$ cat config.mk
export PLATFORM = sky130hd
export DESIGN_NAME = delta_varint_score_decoder
export DESIGN_NICKNAME = d
export VERILOG_FILES = /design/src/hdl/dvsd_pkg.sv /design/src/hdl/delta_varint_score_decoder.sv /design/src/hdl/dvsd_core.sv
export SDC_FILE = /design/constraint.sdc
export NUM_CORES = 1
export LEC_CHECK = 0
export BUFFER_PORTS_ARGS = -buffer_cell sky130_fd_sc_hd__buf_4
export CAP_MARGIN = 20
export CORE_UTILIZATION = 45
export DETAILED_ROUTE_END_ITERATION = 8
export HOLD_SLACK_MARGIN = 0.03
export PLACE_DENSITY = 0.65
export SYNTH_ARGS = -nofsm -noshare
export SYNTH_HDL_FRONTEND = slang
export SYNTH_SLANG_ARGS = --single-unit
export TNS_END_PERCENT = 30
$ cat constraint.sdc
create_clock -name clk -period 7.8 [get_ports clk]
set_input_delay 0 -clock clk [delete_from_list [all_inputs] [get_ports clk]]
set_output_delay 0 -clock clk [all_outputs]
set_load 0.01 [all_outputs]
$ cat src/hdl/dvsd_pkg.sv
// Package for the delta-coded varint score decoder.
// Holds the transfer structs, phase and result codes and the varint constants.
// No dependencies.
package dvsd_pkg;

	localparam logic [7:0] GROUP_MASK = 8'h7F;
	localparam logic [7:0] MORE_BIT   = 8'h80;

	typedef enum logic [2:0] {
		PH_IDLE  = 3'd0,
		PH_COUNT = 3'd1,
		PH_DELTA = 3'd2,
		PH_SCORE = 3'd3,
		PH_ERROR = 3'd4
	} phase_t;

	localparam logic [1:0] KIND_ENTRY = 2'd0;
	localparam logic [1:0] KIND_EMPTY = 2'd1;
	localparam logic [1:0] KIND_ERROR = 2'd2;

	typedef struct packed {
		logic [7:0] data_byte;
		logic       start_flag;
	} in_item_t;

	typedef struct packed {
		logic [1:0]  result_kind;
		logic [63:0] offset_value;
		logic [31:0] score_bits;
		logic [31:0] entry_index;
		logic [31:0] array_count;
		logic        last_flag;
	} out_item_t;

endpackage

$ cat src/hdl/delta_varint_score_decoder.sv
// Top level of the delta-coded varint score decoder: input register, result register.
// Instantiates dvsd_core; depends on dvsd_pkg.
//
//   channel | signals                      | payload
//   in      | in_valid, in_ready           | in_data  (dvsd_pkg::in_item_t)
//   out     | out_valid, out_ready         | out_data (dvsd_pkg::out_item_t)
//   cfg     | cfg_valid, cfg_ready         | cfg_data (type code, 8 bits)
//
// One byte per cycle while no result is held; the result register loads when its byte is decoded.
// The decode step between the input and result registers sets the rate.
// Reset clears the phase, counters and both valid flags; type code resets to 0.
// A held result stalls decoding; the input register still takes one byte meanwhile.
// cfg_ready is always high.
module delta_varint_score_decoder (
	input  logic                clk,
	input  logic                arst_n,
	input  logic                in_valid,
	output logic                in_ready,
	input  dvsd_pkg::in_item_t  in_data,
	output logic                out_valid,
	input  logic                out_ready,
	output dvsd_pkg::out_item_t out_data,
	input  logic                cfg_valid,
	output logic                cfg_ready,
	input  logic [7:0]          cfg_data
);

	logic               valid_s1;
	dvsd_pkg::in_item_t item_s1;
	logic               out_valid_q;
	dvsd_pkg::out_item_t out_q;
	logic [7:0]         type_code_q;

	logic               out_free;
	logic               take;
	logic               emit;
	dvsd_pkg::out_item_t result;

	assign out_free  = !out_valid_q || out_ready;
	assign take      = valid_s1 && out_free;
	assign in_ready  = !valid_s1 || out_free;
	assign cfg_ready = 1'b1;
	assign out_valid = out_valid_q;
	assign out_data  = out_q;

	always_ff @(posedge clk or negedge arst_n) begin
		if (!arst_n) begin
			type_code_q <= '0;
		end else if (cfg_valid) begin
			type_code_q <= cfg_data;
		end
	end

	always_ff @(posedge clk or negedge arst_n) begin
		if (!arst_n) begin
			valid_s1 <= 1'b0;
		end else if (in_valid && in_ready) begin
			valid_s1 <= 1'b1;
		end else if (take) begin
			valid_s1 <= 1'b0;
		end
	end

	always_ff @(posedge clk) begin
		if (in_valid && in_ready) begin
			item_s1 <= in_data;
		end
	end

	dvsd_core u_core (
		.clk       (clk),
		.arst_n    (arst_n),
		.step      (take),
		.item      (item_s1),
		.type_code (type_code_q),
		.emit      (emit),
		.result    (result)
	);

	always_ff @(posedge clk or negedge arst_n) begin
		if (!arst_n) begin
			out_valid_q <= 1'b0;
		end else if (take && emit) begin
			out_valid_q <= 1'b1;
		end else if (out_ready) begin
			out_valid_q <= 1'b0;
		end
	end

	always_ff @(posedge clk) begin
		if (take && emit) begin
			out_q <= result;
		end
	end

`ifndef SYNTHESIS
	a_kind_valid: assert property (@(posedge clk) disable iff (!arst_n)
		out_valid_q |-> out_q.result_kind == dvsd_pkg::KIND_ENTRY
			|| out_q.result_kind == dvsd_pkg::KIND_EMPTY
			|| out_q.result_kind == dvsd_pkg::KIND_ERROR)
		else $error("reserved result kind");

	a_error_fields: assert property (@(posedge clk) disable iff (!arst_n)
		out_valid_q && out_q.result_kind == dvsd_pkg::KIND_ERROR
		|-> out_q.last_flag && out_q.offset_value == 64'd0 && out_q.array_count == 32'd0)
		else $error("error result fields wrong");

	a_index_range: assert property (@(posedge clk) disable iff (!arst_n)
		out_valid_q && out_q.result_kind == dvsd_pkg::KIND_ENTRY
		|-> out_q.entry_index < out_q.array_count)
		else $error("entry index beyond count");

	a_last_entry: assert property (@(posedge clk) disable iff (!arst_n)
		out_valid_q && out_q.result_kind == dvsd_pkg::KIND_ENTRY && out_q.last_flag
		|-> out_q.entry_index + 32'd1 == out_q.array_count)
		else $error("last flag on wrong entry");

	a_stall_cause: assert property (@(posedge clk) disable iff (!arst_n)
		!in_ready |-> valid_s1 && out_valid_q && !out_ready)
		else $error("input stalled without a held result");
`endif

endmodule

$ cat src/hdl/dvsd_core.sv
// Decode state machine: phase, varint accumulator, offset, counters, score assembly.
// Consumes one registered byte per step and flags a result when one is due.
// Depends on dvsd_pkg.
module dvsd_core (
	input  logic              clk,
	input  logic              arst_n,
	input  logic              step,
	input  dvsd_pkg::in_item_t item,
	input  logic [7:0]        type_code,
	output logic              emit,
	output dvsd_pkg::out_item_t result
);

	dvsd_pkg::phase_t phase_q, phase_n;
	logic [63:0] acc_q, acc_n;
	logic [63:0] offset_q, offset_n;
	logic [31:0] total_q, total_n;
	logic [31:0] done_q, done_n;
	logic [23:0] sa_q, sa_n;
	logic [1:0]  cnt_q, cnt_n;

	logic [63:0] acc_shift;
	logic        more;
	logic [31:0] done_inc;
	logic        last;

	assign acc_shift = {acc_q[56:0], item.data_byte[6:0] & dvsd_pkg::GROUP_MASK[6:0]};
	assign more      = (item.data_byte & dvsd_pkg::MORE_BIT) != 8'd0;
	assign done_inc  = done_q + 32'd1;
	assign last      = done_inc == total_q;

	always_ff @(posedge clk or negedge arst_n) begin
		if (!arst_n) begin
			phase_q  <= dvsd_pkg::PH_IDLE;
			acc_q    <= '0;
			offset_q <= '0;
			total_q  <= '0;
			done_q   <= '0;
			sa_q     <= '0;
			cnt_q    <= '0;
		end else if (step) begin
			phase_q  <= phase_n;
			acc_q    <= acc_n;
			offset_q <= offset_n;
			total_q  <= total_n;
			done_q   <= done_n;
			sa_q     <= sa_n;
			cnt_q    <= cnt_n;
		end
	end

	always_comb begin
		phase_n  = phase_q;
		acc_n    = acc_q;
		offset_n = offset_q;
		total_n  = total_q;
		done_n   = done_q;
		sa_n     = sa_q;
		cnt_n    = cnt_q;
		emit     = 1'b0;
		result   = '0;
		if (item.start_flag) begin
			acc_n    = '0;
			offset_n = '0;
			total_n  = '0;
			done_n   = '0;
			sa_n     = '0;
			cnt_n    = '0;
			if (item.data_byte == type_code) begin
				phase_n = dvsd_pkg::PH_COUNT;
			end else begin
				phase_n            = dvsd_pkg::PH_ERROR;
				emit               = 1'b1;
				result.result_kind = dvsd_pkg::KIND_ERROR;
				result.last_flag   = 1'b1;
			end
		end else begin
			unique case (phase_q)
				dvsd_pkg::PH_COUNT: begin
					acc_n = acc_shift;
					if (!more) begin
						total_n = acc_shift[31:0];
						acc_n   = '0;
						if (acc_shift[31:0] == 32'd0) begin
							phase_n            = dvsd_pkg::PH_IDLE;
							emit               = 1'b1;
							result.result_kind = dvsd_pkg::KIND_EMPTY;
							result.last_flag   = 1'b1;
						end else begin
							phase_n = dvsd_pkg::PH_DELTA;
						end
					end
				end
				dvsd_pkg::PH_DELTA: begin
					acc_n = acc_shift;
					if (!more) begin
						offset_n = offset_q + acc_shift;
						acc_n    = '0;
						sa_n     = '0;
						cnt_n    = '0;
						phase_n  = dvsd_pkg::PH_SCORE;
					end
				end
				dvsd_pkg::PH_SCORE: begin
					unique case (cnt_q)
						2'd0: begin
							sa_n[7:0] = item.data_byte;
							cnt_n     = 2'd1;
						end
						2'd1: begin
							sa_n[15:8] = item.data_byte;
							cnt_n      = 2'd2;
						end
						2'd2: begin
							sa_n[23:16] = item.data_byte;
							cnt_n       = 2'd3;
						end
						default: begin
							emit                = 1'b1;
							result.result_kind  = dvsd_pkg::KIND_ENTRY;
							result.offset_value = offset_q;
							result.score_bits   = {item.data_byte, sa_q};
							result.entry_index  = done_q;
							result.array_count  = total_q;
							result.last_flag    = last;
							done_n              = done_inc;
							sa_n                = '0;
							cnt_n               = '0;
							acc_n               = '0;
							phase_n             = last ? dvsd_pkg::PH_IDLE : dvsd_pkg::PH_DELTA;
						end
					endcase
				end
				default: begin
				end
			endcase
		end
	end

endmodule

# Word-level counts from Yosys, hierarchy flattened
# Index checks and enable logic that the tools add are counted.
# op_classes
n_eq_ne	15
n_reduce_logical	32
n_mux	49
addsub	2
bitwise	1
# ops
op	count
two-way mux 32 bit	6
two-way mux 64 bit	3
two-way mux 57 bit	3
case mux 57 bit (2 select lines)	1
adder 64 bit	1
two-way mux 24 bit	2
case mux 24 bit (2 select lines)	1
case mux 8 bit (2 select lines)	3
adder 32 x 1 -> 32 bit, second input constant	1
equality test 32 bit	1
logical NOT 32 bit	1
!= test 3 bit, second input constant	6
two-way mux 3 bit	5
AND reduction 3 bit	5
two-way mux 1 bit	13
two-way mux 2 bit	6
AND reduction 4 bit	3
nonzero test 2 bit	5
case mux 3 bit (3 select lines)	1
equality test 8 bit	1
case mux 2 bit (2 select lines)	2
OR reduction 2 bit	4
equality test 3 x 2 -> 1 bit, second input constant	2
case mux 2 bit (3 select lines)	1
16 further kinds	22
# totals
output_inout_bits	166
wordCells	119
in_bits	22
reg_bits	396

# Depth between registers and ports, before layout
# Gate-level depths: netlist of run 1.
# depth
ltp_word	7
depth_mapped	13
depth_no_buf	13

# Modules after synthesis
# A second synthesis of run 1 with hierarchy kept.
# unflattened
hier_cells	2012
hier_area_um2	20191.9
# by_module_without_submodules
module	cells_each	area_per_inst_um2	instances
dvsd_core	1811	14587.7	1
delta_varint_score_decoder	201	5604.1	1

# Least setup slack after synthesis of run 1
# Ideal clock, no wire load.
# synth_timing
path_type	reg2reg
startpoint	reg item_s1[2] (netlist bit)
endpoint	reg out_q (netlist bit out_data[0]), enable pin
setup_slack_ps	2751
arrival_time_ps	4533
required_ps	7284
period_less_slack_ps	5049
n_path_buf	1
path_stages_with_launch	10
setup_ps	516
path_cell_list	edfxtp_1 > clkbuf_1 > nor4_1 > nand4_1 > nor2_1 > and2_1 > o21bai_1 > nand2_1 > nand2_1 > inv_1
# synth_via
elab_chain_len	6
# synth_lines
element	line	rtl
start: declaration	delta_varint_score_decoder.sv:29	dvsd_pkg::in_item_t item_s1;
start signal: assignment	delta_varint_score_decoder.sv:66	item_s1 <= in_data;
logical NOT 32 bit	dvsd_core.sv:84	if (acc_shift[31:0] == 32'd0) begin
two-way mux 1 bit	dvsd_core.sv:84	
two-way mux 1 bit	dvsd_core.sv:81	if (!more) begin
case mux 1 bit (2 select lines)	dvsd_core.sv:78	unique case (phase_q)
two-way mux 1 bit *	dvsd_core.sv:62	if (item.start_flag) begin
logical AND 1 bit *	delta_varint_score_decoder.sv:91	if (take && emit) begin
end signal: assignment	delta_varint_score_decoder.sv:92	out_q <= result;
end: declaration	delta_varint_score_decoder.sv:31	dvsd_pkg::out_item_t out_q;
# Mark *: on every way between the ends. The rest lies on a longest branch, timed or not.
# A chain may end at the register's enable or synchronous reset.

# Worst setup path after layout of run 1
# layout_timing
startpoint	reg item_s1[1] (netlist bit)
endpoint	reg u_core.offset_q[60]
# layout_via
elab_chain_len	4
# layout_lines
element	line	rtl
adder 64 bit	dvsd_core.sv:97	offset_n = offset_q + acc_shift;
two-way mux 64 bit	dvsd_core.sv:96	if (!more) begin
two-way mux 64 bit	dvsd_core.sv:78	
two-way mux 64 bit	dvsd_core.sv:62	
end signal: assignment	dvsd_core.sv:44	offset_q <= offset_n;
end: declaration	dvsd_core.sv:16	logic [63:0] offset_q, offset_n;
# No other way between the ends. The select of a mux whose other input is x is not followed.

==> impl_metrics.tcl, run 1 <==
set metrics [dict create \
    post_cts_buffers 0 \
    syn-mean-instance-area_um2 10.0 \
    portBuffers 186 \
    min_period_ps 3870 \
    setup.worst_path.end_class "flop" \
    cts_resized 0 \
    routed-via-count 14970 \
    fp.dieH_um 213 \
    wl_per_cell_um 17.9 \
    synth.distinct_cells 66 \
    ys_warn_count 0 \
    path_class "reg2reg" \
    initial_core_util 0.460 \
    synth-seq-cells 396 \
    netlist_instances 1992 \
    drt_iter0_drc 946 \
    drv_cap 0 \
    stdcell_count 2765 \
    gp_congestion 0.897 \
    grt_usage 0.221 \
    cts.clk_slew.worst_paths_ps 60 \
    drt-total-wl_um 49400 \
    worstMarginPinSlew_ps 1040 \
    synthArstFlopShare 0.566 \
    clkLatencyLatePin_ps 570 \
    postCtsHoldBufs 29 \
    seq_area_frac_synth 0.539 \
    cts-root-buf "clkbuf_16" \
    core_area_um2 43500 \
    synth_nets 2083 \
    cpPeakStageDelay_ps 550 \
    cts_made_buffers 43 \
    htreeDepth 2 \
    ant_nets 0 \
    setup_viol 0 \
    max_clock_freq_mhz 259 \
    synth-edff-count 172 \
    finalCritPeriodShare 0.496 \
    rsz0062_at_grt "false" \
    hp-class "in2async" \
    required_ps 8240 \
    drive_gt1_frac 0.134 \
    grt_pass1_wl_um 78700 \
    slew_headroom 0.308 \
    insertedDiodeCount 0 \
    skew_ps 25.8 \
    p_per_area_nw_per_um2 226 \
    die-area_um2 45200 \
    syn_area_um2 20000 \
    grt-ovfl-total 0 \
    cts.sinks 396 \
    status "finished, final reports clean" \
    drv_slew 0 \
    p_leak_nw 9.94 \
    arrival_ps 4310 \
    cts_buffer_depth 3 \
    cp_cell_sequence "ha_1, fa_1, a21oi_1, o211ai_1, a2bb2oi_1, a21oi_1, and2_1, o211ai_1, nand2_1, a2111oi_0, o21ai_0, nand4b_1, o211ai_1" \
    fin_nets 2238 \
    grt_max_degree 117 \
    ir_drop_v 0.000159 \
    fp-row-count 76 \
    synthFlopType "dfrtp_1" \
    cts_tree "yes" \
    crit_fanout 9 \
    hpwl_um 33600 \
    drc 0 \
    antenna_found_initial 0 \
    io_pins 188 \
    dr.pass1.iters 5 \
    die-width_um 213 \
    vias_per_cell 5.41 \
    start_kind "flop" \
    crit_top_cell "o211ai_1" \
    r2r_cells 13 \
    dp.cells 2658 \
    crit_slowest_cell "edfxtp_1" \
    fin_setup_tns_ps 0 \
    syn_to_final_growth_pct 17.8 \
    grt_pass1_vias 14583 \
    hold_viol_final 0 \
]
-- per-layer routing --
| layer | vias to the layer above | share of wire | track usage | wire length (um) |
|---|---|---|---|---|
| li1 | 7313 | - | - | - |
| met1 | 7167 | 0.45 | 0.302 | 22400 |
| met2 | 412 | 0.47 | 0.362 | 23300 |
| met3 | 78 | 0.050 | 0.0354 | 2480 |
| met4 | 0 | 0.023 | 0.0650 | 1130 |
| met5 | - | 0 | 0 | 0 |
-- registers in the layout, summed over array words and instances (netlist names) --
signal           flops
u_core.total_q      32
u_core.offset_q     64
u_core.cnt_q         2
u_core.done_q       32
type_code_q          8
item_s1              9
valid_s1             1
u_core.phase_q       3
u_core.acc_q        57
out_data           163
out_valid            1
u_core.sa_q         24
-- synth_stat cells (all sizes together) (34+ instances only) --
| cell | number | share of area |
|---|---|---|
| ha | 68 | 0.043 |
| nand2b | 43 | 0.013 |
| xnor2 | 68 | 0.030 |
| nand3 | 36 | 0.0090 |
| and2 | 174 | 0.054 |
| nor2 | 77 | 0.014 |
| xor2 | 44 | 0.019 |
| dfrtp | 224 | 0.28 |
| a21oi | 79 | 0.020 |
| o21ai | 243 | 0.062 |
| clkbuf | 110 | 0.021 |
| edfxtp | 172 | 0.26 |
| a21o | 34 | 0.013 |
| nand2 | 349 | 0.066 |
-- report_power, final --
part,leakage (nW),internal [W],switching [W],total [W]
clock network,0.704,0.00123,0.000841,0.00207
registers,4.73,0.00232,0.000141,0.00247
logic,4.50,0.000287,0.000500,0.000787
-- stage by stage --
step | utilization | hold WS (ps) | instance area [um2] | worst slack [ps] | total power, W
global placement | 0.502 | 110 | 21800 | 4020 | 0.00326
floorplan | - | -296 | 20000 | 2750 | 0.00298
CTS | 0.542 | 113 | 23500 | 3930 | 0.00537
global route | 0.542 | 138 | 23500 | 3630 | 0.00556
finish | 0.542 | 96.0 | 23500 | 3930 | 0.00532
detailed placement | 0.502 | 120 | 21800 | 3970 | 0.00328
-- area by class of cell --
class | count | area (um2)
tap | 585 | 732
clock buffer | 66 | 1310
sequential | 396 | 10800
timing repair buffer | 228 | 1790
multi-input combinational | 1460 | 8740
clock inverter | 12 | 131
inverter | 18 | 72.6
fill | 3856 | 19900
-- critical path: cells and delay by family, from the launching register on --
family	cells	cell delay, ps
AO/OA/AOI/OAI	8	1920
flip-flops	1	550
adder cells (fa/ha/maj)	2	730
AND/OR/NAND/NOR	3	540
-- path summary, 6_finish.rpt --
check,start,to,slack (ps)
hold reg to reg,u_core.sa_q[4],u_core.sa_q[4],460
setup / recovery,item_s1[1],u_core.offset_q[60],3930
hold / removal,arst_n,u_core.offset_q[59],100
max in group asynchronous,arst_n,u_core.offset_q[21],6200
min in group clk,in_data[7],item_s1[7],160
setup reg to reg,item_s1[1],u_core.offset_q[60],3930
-- logic make-up (layout without fill, tap and decap cells) --
family                     count (synthesis)  in the layout  share of synthesized area
AOI/OAI and AO/OA                        475            475                      0.143
xor gates and xnor gates                 112            112                     0.0491
adders and majority gates                 69             69                     0.0436
buffers and inverters                    136            324                     0.0262
DFF                                      396            396                      0.539
muxes                                     10             10                    0.00551
other                                      1              1                   0.000188
and+or+nand+nor                          793            793                      0.194
-- layout by cell type (no fill, tap or decap), types with 6 or more instances in the layout --
cell / synthesis / routed
a211oi_1: 9 / 9
a21o_1: 34 / 34
a21oi_1: 79 / 78
a31oi_1: 18 / 18
and2_1: 172 / 172
and3_1: 11 / 11
and4_1: 8 / 8
buf_4: 2 / 198
clkbuf_1: 109 / 12
clkbuf_16: 0 / 46
clkbuf_8: 0 / 8
dfrtp_1: 224 / 224
dlygate4sd3_1: 0 / 29
edfxtp_1: 172 / 172
ha_1: 68 / 68
inv_1: 18 / 17
mux2_2: 8 / 8
nand2_1: 349 / 349
nand2b_1: 43 / 43
nand3_1: 36 / 36
nand4_1: 29 / 29
nor2_1: 77 / 77
nor2b_1: 13 / 13
nor3_1: 18 / 18
nor4_1: 14 / 14
o211ai_1: 6 / 6
o21a_1: 7 / 7
o21ai_0: 238 / 237
o21bai_1: 15 / 14
o31ai_1: 23 / 23
o41ai_1: 8 / 8
or2_2: 6 / 6
or3_1: 6 / 6
xnor2_1: 68 / 68
xor2_1: 44 / 44
Power figures use the tool's default switching activity.
==> inputs of run 2 (changes only) <==
--- a/config.mk
+++ b/config.mk
@@ -5,12 +5,13 @@
 export SDC_FILE = /design/constraint.sdc
 export NUM_CORES = 1
 export LEC_CHECK = 0
+export ABC_AREA = 1
 export BUFFER_PORTS_ARGS = -buffer_cell sky130_fd_sc_hd__buf_4
 export CAP_MARGIN = 20
 export CORE_UTILIZATION = 45
 export DETAILED_ROUTE_END_ITERATION = 8
 export HOLD_SLACK_MARGIN = 0.03
-export PLACE_DENSITY = 0.65
+export PLACE_DENSITY = 0.67
 export SYNTH_ARGS = -nofsm -noshare
 export SYNTH_HDL_FRONTEND = slang
 export SYNTH_SLANG_ARGS = --single-unit
==> constraint.sdc (replaced) <==
create_clock -name clk -period 3.1 [get_ports clk]
set_input_delay 0 -clock clk [delete_from_list [all_inputs] [get_ports clk]]
set_output_delay 0 -clock clk [all_outputs]
set_load 0.01 [all_outputs]
==> impl_metrics.tcl, run 2 <==
set metrics [dict create \
    grt_pass1_wl_um 112000 \
    cts.clk_slew.worst_paths_ps 60 \
    critPathTopFamily "simple AND/OR/NAND/NOR gates" \
    initial_core_util 0.458 \
    required_ps 3550 \
    routed-via-count 19382 \
    netlist_instances 2667 \
    io_pins 188 \
    p_per_area_nw_per_um2 583 \
    drv_slew 0 \
    r2r_cells 15 \
    violations "DRC" \
    stdcell_count 3547 \
    fin_setup_tns_ps 0 \
    netlist.area_leader.share 0.262 \
    vias_per_cell 5.46 \
    gp_congestion 0.969 \
    core_area_um2 46800 \
    setup_viol 0 \
    hold_slack_ps 52.1 \
    fillers 4358 \
    hp-class "in2async" \
    skew_ps 23.5 \
    syn_area_um2 21400 \
    drv_cap 0 \
    drt-total-wl_um 74800 \
    synthTopCellsByArea "dfrtp_1 (26%), edfxtp_1 (24%), nand2_1 (9.5%)" \
    syn_to_final_growth_pct 19.6 \
    die-area_um2 48500 \
    crit_slowest_cell "edfxtp_1" \
    synth-edff-count 172 \
    drive_gt1_frac 0.121 \
    crit_fanout 5 \
    dr.pass1.iters 8 \
    wl_per_cell_um 21.1 \
    synthFlopType "dfrtp_1" \
    layout_commonest_cell "nand2_1" \
    cts_tree "yes" \
    clkLatencyLatePin_ps 600 \
    setup.worst_path.end_class "flop" \
    synth-seq-cells 396 \
    finalCritPeriodShare 0.924 \
    status "finished, violations left" \
    design_area_um2 25600 \
    slew_headroom 0.378 \
    cts_made_buffers 44 \
    ant_nets 0 \
    drc 12 \
    htreeDepth 2 \
    worstMarginPinSlew_ps 933 \
    crit_top_cell "nand2_1" \
    seq_area_frac_synth 0.503 \
    fin_nets 2995 \
    path_class "reg2reg" \
    busiest_layer "met2" \
    hpwl_um 57200 \
    fp-row-count 79 \
    ys_warn_count 0 \
    p_leak_nw 11.2 \
    synthArstFlopShare 0.566 \
    max_clock_freq_mhz 349 \
    synth_most_common_cell "nand2_1" \
    cts_buffer_depth 3 \
    layout_common_cells "nand2_1 (541), nor2_1 (418), inv_1 (343), o21ai_0 (249), nand3_1 (239)" \
    min_period_ps 2860 \
    met2_usage 0.523 \
    syn-mean-instance-area_um2 8.03 \
    portBuffers 186 \
    placed_cell_area_um2 23800 \
    path_buf_inv 1 \
    rr_startpoint "item_s1[1]" \
    largest_reg_flops 163 \
    grt_max_degree 94 \
    met3_usage 0.0352 \
    synth_commonest_cells "nand2_1 (543), nor2_1 (422), inv_1 (343)" \
    cts.sinks 396 \
    grt-ovfl-total 0 \
    grt_util_met1 0.409 \
    arrival_ps 3320 \
    yosysTopAreaCell "dfrtp_1" \
    synth_nets 2758 \
    grt_usage 0.310 \
    post_cts_buffers 0 \
    grt_pass1_vias 18879 \
    cp_cell_sequence "ha_1, fa_1, nand2_1, o21ai_2, nand2_1, nand2_1, inv_1, o21ai_0, nand3_1, nand2_1, nand2_1, nand2_1, nand2_1, nand3_1, o21ai_0" \
    drt_iter0_drc 1688 \
    reg2reg_slack_ps 240 \
    antenna_found_initial 0 \
    start_kind "flop" \
    cpPeakStageDelay_ps 450 \
    ir_drop_v 0.000429 \
    die-width_um 220 \
    regToRegEndpoint "u_core.offset_q[46]" \
    dp.cells 3433 \
    insertedDiodeCount 0 \
    hold_viol_final 0 \
    synth.distinct_cells 46 \
    cts-root-buf "clkbuf_16" \
    fp.dieH_um 220 \
]
-- run 2: changes by cell type after synthesis, sizes merged, moves of 23 or more --
cell | before | now
o31ai | 23 | 0
nand2b | 43 | 0
and2 | 174 | 5
inv | 18 | 347
xor2 | 44 | 10
a21o | 34 | 6
xnor2 | 68 | 4
nor2 | 77 | 440
nand2 | 349 | 550
a21oi | 79 | 120
clkbuf | 110 | 58
o22ai | 1 | 43
nand3 | 36 | 239
-- run 2: worst register-to-register path, stage by stage (launching register included) --
cell and delay (ps):
edfxtp_1 450, ha_1 280, fa_1 260, nand2_1 100
o21ai_2 210, nand2_1 90, nand2_1 150, inv_1 80
o21ai_0 340, nand3_1 120, nand2_1 190, nand2_1 160
nand2_1 90, nand2_1 50, nand3_1 60, o21ai_0 90
-- run 2: worst max path at each step --
stage / from / to / slack (ps) / cells after the start
after floorplan: item_s1[3] / out_data[0] / -950 / 7
after global placement: u_core.acc_q[8] / u_core.offset_q[40] / 40 / 12
after detailed placement: item_s1[4] / out_data[102] / 30 / 10
after CTS: item_s1[4] / out_data[102] / 6 / 10
after global routing: item_s1[1] / u_core.offset_q[46] / -7 / 15
final: item_s1[1] / u_core.offset_q[46] / 240 / 15
-- run 2: logic make-up (layout without fill, tap and decap cells) --
| group | count (synthesis) | in the layout | synth area share |
|---|---|---|---|
| adder cells (fa/ha/maj) | 69 | 69 | 0.0407 |
| XOR/XNOR | 16 | 16 | 0.00783 |
| multiplexers | 6 | 6 | 0.00315 |
| AND/OR/NAND/NOR | 1292 | 1292 | 0.254 |
| other | 1 | 1 | 0.000175 |
| flip-flops | 396 | 396 | 0.503 |
| AO/OA/AOI/OAI | 460 | 460 | 0.115 |
| buffers and inverters | 427 | 700 | 0.0762 |
-- run 2: report_power, final --
part | total, W | internal [W] | leakage, nW | switching [W]
Sequential | 0.00637 | 0.00599 | 4.73 | 0.000373
Combinational | 0.00318 | 0.00102 | 5.72 | 0.00216
Clock | 0.00537 | 0.00310 | 0.714 | 0.00227
Total | 0.0149 | 0.0101 | 11.2 | 0.00481
-- run 2: what timing repair did --
action	4_1_cts	5_1_grt
hold endpoints to repair	107	0
resized for setup	0	3
hold buffers	32	0
endpoints found under the setup margin	0	156
-- run 2: area by class of cell --
type / count / area (um2) / area share
clock buffers: 56 / 1200 / 0.0468
clock inverters: 26 / 273 / 0.0107
inverters: 348 / 1310 / 0.0510
multi-input cells: 1844 / 9070 / 0.354
flip-flops and latches: 396 / 10800 / 0.421
well taps: 607 / 759 / 0.0297
repair buffers: 270 / 2230 / 0.0870
-- run 2: per-layer routing --
metal / vias up / part of all wire
li1: 9258 / -
met1: 9337 / 0.42
met2: 632 / 0.48
met3: 155 / 0.053
met4: 0 / 0.041
met5: - / 0
-- run 2: stage by stage --
step           utilization  total power (W)  worst slack (ps)
2_1_floorplan            -          0.00817              -951
3_3_place_gp         0.509          0.00951              35.4
3_5_place_dp         0.509          0.00956              30.9
4_1_cts              0.548           0.0150              5.60
5_1_grt              0.548           0.0155             -7.03
6_report             0.548           0.0149               235
